`src/hw/rtl/tilemap_autotile_classifier_assert.svh`:
```
// Assertion macros shared by the autotile classifier RTL.
`ifndef TILEMAP_AUTOTILE_CLASSIFIER_ASSERT_SVH
`define TILEMAP_AUTOTILE_CLASSIFIER_ASSERT_SVH

// Same-cycle implication, checked out of reset.
`define TAC_ASSERT_IMP(lbl, ante, cons) \
    lbl: assert property (@(posedge clk) disable iff (!rst_n) (ante) |-> (cons)) \
        else $error("tac: implication check failed");

// Next-cycle implication, checked out of reset.
`define TAC_ASSERT_NXT(lbl, ante, cons) \
    lbl: assert property (@(posedge clk) disable iff (!rst_n) (ante) |=> (cons)) \
        else $error("tac: next-cycle check failed");

`endif

```
`src/hw/rtl/tac_pkg.sv`:
```
// Package: constants, types and helpers of the autotile classifier.
package tac_pkg;

    localparam int MAX_WIDTH  = 64;
    localparam int MAX_HEIGHT = 64;
    localparam int CELLS      = MAX_WIDTH * MAX_HEIGHT;
    localparam int ADDR_W     = $clog2(CELLS);

    localparam int COORD_W = 6;
    localparam int DIM_W   = 7;
    localparam int SC_W    = COORD_W + 2;   // coordinate with room for -2..65
    localparam int KIND_W  = 8;
    localparam int DATA_W  = 8;
    localparam int CLASS_W = 5;

    localparam logic [DIM_W-1:0] DIM_RESET = DIM_W'(64);

    // 5x5 window around the written cell
    localparam int WIN_SIDE  = 5;
    localparam int WIN_CELLS = WIN_SIDE * WIN_SIDE;
    localparam int WIN_IDX_W = $clog2(WIN_CELLS);
    localparam int WPOS_W    = $clog2(WIN_SIDE);
    localparam int NUM_TGT   = 5;
    localparam int TGT_W     = $clog2(NUM_TGT);

    typedef enum logic [1:0] {
        CMD_SET_KIND = 2'd0,
        CMD_SET_DATA = 2'd1,
        CMD_QUERY    = 2'd2
    } cmd_t;

    typedef enum logic [0:0] {
        REG_MAP_WIDTH  = 1'b0,
        REG_MAP_HEIGHT = 1'b1
    } cfg_reg_t;

    typedef enum logic [2:0] {
        ST_CLEAR,
        ST_IDLE,
        ST_WIN,
        ST_DRAIN,
        ST_CLASS,
        ST_QOUT
    } state_t;

    // occupancy of a cell and its 8 neighbors
    typedef struct packed {
        logic self_occ;
        logic l;
        logic r;
        logic u;
        logic d;
        logic lu;
        logic ru;
        logic ld;
        logic rd;
    } nbr_t;

    localparam logic [CLASS_W-1:0] CLS_EMPTY        = 5'd0;
    localparam logic [CLASS_W-1:0] CLS_IN_RIGHT_DN  = 5'd1;
    localparam logic [CLASS_W-1:0] CLS_IN_LEFT_DN   = 5'd2;
    localparam logic [CLASS_W-1:0] CLS_IN_LEFT_UP   = 5'd3;
    localparam logic [CLASS_W-1:0] CLS_IN_RIGHT_UP  = 5'd4;
    localparam logic [CLASS_W-1:0] CLS_CENTER       = 5'd5;
    localparam logic [CLASS_W-1:0] CLS_LEFT_UP      = 5'd9;
    localparam logic [CLASS_W-1:0] CLS_LEFT_DN      = 5'd10;
    localparam logic [CLASS_W-1:0] CLS_RIGHT_UP     = 5'd11;
    localparam logic [CLASS_W-1:0] CLS_RIGHT_DN     = 5'd12;
    localparam logic [CLASS_W-1:0] CLS_DN_BORDER    = 5'd13;
    localparam logic [CLASS_W-1:0] CLS_UP_BORDER    = 5'd14;
    localparam logic [CLASS_W-1:0] CLS_LR_BORDER    = 5'd15;
    localparam logic [CLASS_W-1:0] CLS_LEFT_BORDER  = 5'd16;
    localparam logic [CLASS_W-1:0] CLS_RIGHT_BORDER = 5'd17;
    localparam logic [CLASS_W-1:0] CLS_UD_BORDER    = 5'd18;
    localparam logic [CLASS_W-1:0] CLS_RIGHT        = 5'd19;
    localparam logic [CLASS_W-1:0] CLS_LEFT         = 5'd20;
    localparam logic [CLASS_W-1:0] CLS_DOWN         = 5'd21;
    localparam logic [CLASS_W-1:0] CLS_UP           = 5'd22;
    localparam logic [CLASS_W-1:0] CLS_ROCK         = 5'd23;

    localparam logic [DATA_W-1:0] CENTER_VARIANTS = DATA_W'(4);

    function automatic logic [ADDR_W-1:0] cell_addr(input logic [COORD_W-1:0] x,
                                                     input logic [COORD_W-1:0] y);
        return ADDR_W'(ADDR_W'(y) * ADDR_W'(MAX_WIDTH) + ADDR_W'(x));
    endfunction

    // c is a two's complement coordinate; negative or >= dim is off the map
    function automatic logic in_map(input logic [SC_W-1:0] c,
                                    input logic [DIM_W-1:0] dim);
        return !c[SC_W-1] && (c[DIM_W-1:0] < dim);
    endfunction

endpackage

```
`src/hw/rtl/tac_classify.sv`:
```
// Shape classifier: maps 8-neighbor occupancy and data byte to a tile class.
module tac_classify (
    input  tac_pkg::nbr_t                      nbr,
    input  logic [tac_pkg::DATA_W-1:0]         data_byte,
    output logic [tac_pkg::CLASS_W-1:0]        tile_class
);
    import tac_pkg::*;

    logic l, r, u, d, lu, ru, ld, rd;

    always_comb
    begin
        l  = nbr.l;
        r  = nbr.r;
        u  = nbr.u;
        d  = nbr.d;
        lu = nbr.lu;
        ru = nbr.ru;
        ld = nbr.ld;
        rd = nbr.rd;
        priority if (!nbr.self_occ)
            tile_class = CLS_EMPTY;
        else if (l && r && u && d)
        begin
            priority if (!rd && lu && ru && ld)
                tile_class = CLS_IN_RIGHT_DN;
            else if (!ld && rd && ru && lu)
                tile_class = CLS_IN_LEFT_DN;
            else if (!lu && ru && rd && ld)
                tile_class = CLS_IN_LEFT_UP;
            else if (!ru && lu && rd && ld)
                tile_class = CLS_IN_RIGHT_UP;
            else if (data_byte < CENTER_VARIANTS)
                tile_class = CLASS_W'(CLS_CENTER + CLASS_W'(data_byte[1:0]));
            else
                tile_class = CLS_CENTER;
        end
        else if (!l && !u && d && r)
            tile_class = CLS_LEFT_UP;
        else if (!l && u && !d && r)
            tile_class = CLS_LEFT_DN;
        else if (l && !u && d && !r)
            tile_class = CLS_RIGHT_UP;
        else if (l && u && !d && !r)
            tile_class = CLS_RIGHT_DN;
        else if (!u && !l && d && !r)
            tile_class = CLS_DN_BORDER;
        else if (u && !l && !d && !r)
            tile_class = CLS_UP_BORDER;
        else if (u && !l && d && !r)
            tile_class = CLS_LR_BORDER;
        else if (!u && l && !d && !r)
            tile_class = CLS_LEFT_BORDER;
        else if (!u && !l && !d && r)
            tile_class = CLS_RIGHT_BORDER;
        else if (!u && l && !d && r)
            tile_class = CLS_UD_BORDER;
        else if (l && u && d)
            tile_class = CLS_RIGHT;
        else if (r && u && d)
            tile_class = CLS_LEFT;
        else if (u && l && r)
            tile_class = CLS_DOWN;
        else if (d && l && r)
            tile_class = CLS_UP;
        else
            tile_class = CLS_ROCK;
    end

endmodule

```
`config.mk`:
```
export PLATFORM = sky130hd
export DESIGN_NAME = tac_classify
export DESIGN_NICKNAME = d
export VERILOG_FILES = /design/src/hw/rtl/tilemap_autotile_classifier_assert.svh /design/src/hw/rtl/tac_pkg.sv /design/src/hw/rtl/tac_classify.sv
export SDC_FILE = /design/constraint.sdc
export NUM_CORES = 1
export LEC_CHECK = 0
export BUFFER_PORTS_ARGS = -buffer_cell sky130_fd_sc_hd__buf_4
export CORE_AREA = 2 2 39 41
export DETAILED_ROUTE_END_ITERATION = 8
export DIE_AREA = 0 0 41 43
export PLACE_DENSITY = 0.6
export SLEW_MARGIN = 20
export SYNTH_ARGS = -nofsm -noshare
export SYNTH_HDL_FRONTEND = slang
export SYNTH_SLANG_ARGS = --single-unit
```
`constraint.sdc`:
```
create_clock -name vclk -period 2.02
set_input_delay 0.404 -clock vclk [all_inputs]
set_output_delay 0.404 -clock vclk [all_outputs]
set_load 0.005 [all_outputs]
```
==> results.yml <==
global_route:
  grt_pass1_vias: 450
  grt_max_degree: 14
  track_usage_pct: 14.29
  grt_pass1_wl_microns: 1863
  antenna_found_initial: 0
  grt_overflow: 0
finish:
  layout_commonest_cell: "buf_4"
  final_cell_mix: "buf_4, o21ai_0, nand2_1"
  register_area_sq_um: 0
  area_delta_synth_final_pct: 68.62
  clockBufferCount: 0
  drive_gt1_share_pct: 44.87
  antenna_cells: 0
  seq_cell_count: 0
  fill_cells: 149
  nets: 98
floorplanning:
  start_util_pct: 26.22
  fp.dieH_microns: 43
  core_area_sq_um: 1384
  ios: 22
  dieWidth_microns: 41
  rows: 14
  dieArea_sq_um: 1763
yosys:
  synth.net_count: 75
  syn-cell-area_sq_um: 362.8
  synth_top_area_cell: "o21ai_0"
  synth_area_leaders: "o21ai_0, a41oi_1, nor4_4"
  avgSynthCellArea_sq_um: 6.366
  synth_top_area_share_pct: 8.276
  seq_area_frac_synth_pct: 0
  yosysWarnings: 0
  synthCells: 57
  synth_cell_type_count: 31
power_and_ir_drop:
  ir_drop_mv: 0.06288
  total_power_uw: 120.9
  power.density_nw_per_um2: 197.6
  p_leak_uw: 0.0002409
clock_tree:
  hold_buffers: 0
  postCtsSetupBuffers: 0
drt:
  wire_per_inst_microns: 13.17
  ant_nets: 0
  drtIter0Drc: 13
  viasPerCell: 5.649
  drc: 0
  wl_microns: 1238
  vias: 531
  dr.pass1.iters: 4
place:
  place_congestion: 0.7600
  port_buffers: 22
  dpl.hpwl_microns: 830
timing:
  min_period_over_period_pct: 98.78
  period_needed_ns: 1.995
  final.setup.tns_ns: 0
  final-setup-viol-count: 0
  maxSlewViolCount: 0
  max_slew_margin_pct: 78.61
  tightest_slew_ns: 0.3184
  timing_hold_violations_final: 0
  grt_setup_unrepaired: "yes"
  fmax_mhz: 501.1
setup_path:
  cp_data_arrival_time_ns: 1.59
  critical_path_class: "primary input to primary output"
  path_max_fanout: 5
  cp-start-kind: "primary input"
  cp-end-kind: "primary output"
  cp.required_ns: 1.62
hold_path:
  hold_depth: 3
  worst_hold_path_type: "primary input to primary output"
run:
  drv_cap: 0
run_status:
  status: "completed"
[power breakdown]
part	switching, uW	internal, uW	leakage, uW
clock	0	0	0
sequential	0	0	0
combinational	58.2	62.7	0.000241
total	58.2	62.7	0.000241
[critical path, stage by stage]
cell and delay, ns:
buf_6 0.10, nor4_4 0.36, buf_4 0.19, nand3_2 0.08, o221ai_2 0.17, o311a_1 0.18
buf_4 0.11
[final cells by class]
type               instances  area (sq um)  share of cell area [%]
repair buffers            24         187.7                   30.67
inverters                  4         15.01                   2.454
well taps                 16         20.02                   3.272
multi-input cells         50         389.1                   63.60
[Yosys cell counts]
cell type and count:
o21ai_0 6, nand2_1 5, inv_1 4, nand3_1 4, nor2_1 4, a41oi_1 3
clkbuf_1 3, nand2b_1 3, a21oi_1 2, a31oi_1 2, a2111oi_1 1, a311oi_1 1
a31o_2 1, a32oi_1 1, and2_1 1, and3_2 1, ha_1 1, maj3_1 1
nand3b_1 1, nand4_1 1, nand4b_1 1, nor2b_1 1, nor3_1 1, nor4_4 1
o2111a_1 1, o211ai_1 1, o21ai_1 1, o221ai_1 1, o22ai_1 1, o311a_1 1
xnor2_1 1
[through the flow]
step / hold WS, ns / std cells / setup slack, ns / area, sq um / util [%]
floorplan: 0.9016 / 57 / 0.2344 / 362.8 / -
global placement: 1.135 / 94 / -0.03491 / 551.8 / 39.87
detailed placement: 1.140 / 94 / -0.05926 / 551.8 / 39.87
CTS: 1.144 / 94 / 0.01298 / 579.3 / 41.86
global route: 1.166 / 94 / -0.04209 / 611.8 / 44.21
finish: 1.138 / 94 / 0.02456 / 611.8 / 44.21
[what timing repair did]
action | CTS | global route
pin swaps | 6 | 2
gates resized for setup | 5 | 5
endpoints found under the setup margin | 2 | 4
[routing by layer]
metal	GRT usage, %	wire length (microns)
met1	18.67	530
met2	26.25	655
met3	0	52
met4	0	0
met5	0	0
[cells by family (layout without fill, tap and decap cells)]
kind of cell | Yosys count | count (layout) | share of synthesized area, %
AND/OR/NAND/NOR | 24 | 24 | 38.97
AO/OA/AOI/OAI | 23 | 23 | 45.18
buffers and inverters | 7 | 28 | 7.240
adder cells (fa/ha/maj) | 2 | 2 | 6.206
XOR/XNOR | 1 | 1 | 2.414
[worst paths after layout]
kind	from	endpoint	slack, ns
max	data_byte[4]	tile_class[1]	0.02
min	nbr[8]	tile_class[4]	1.14
No activity file was read; power rests on OpenSTA's default activity.
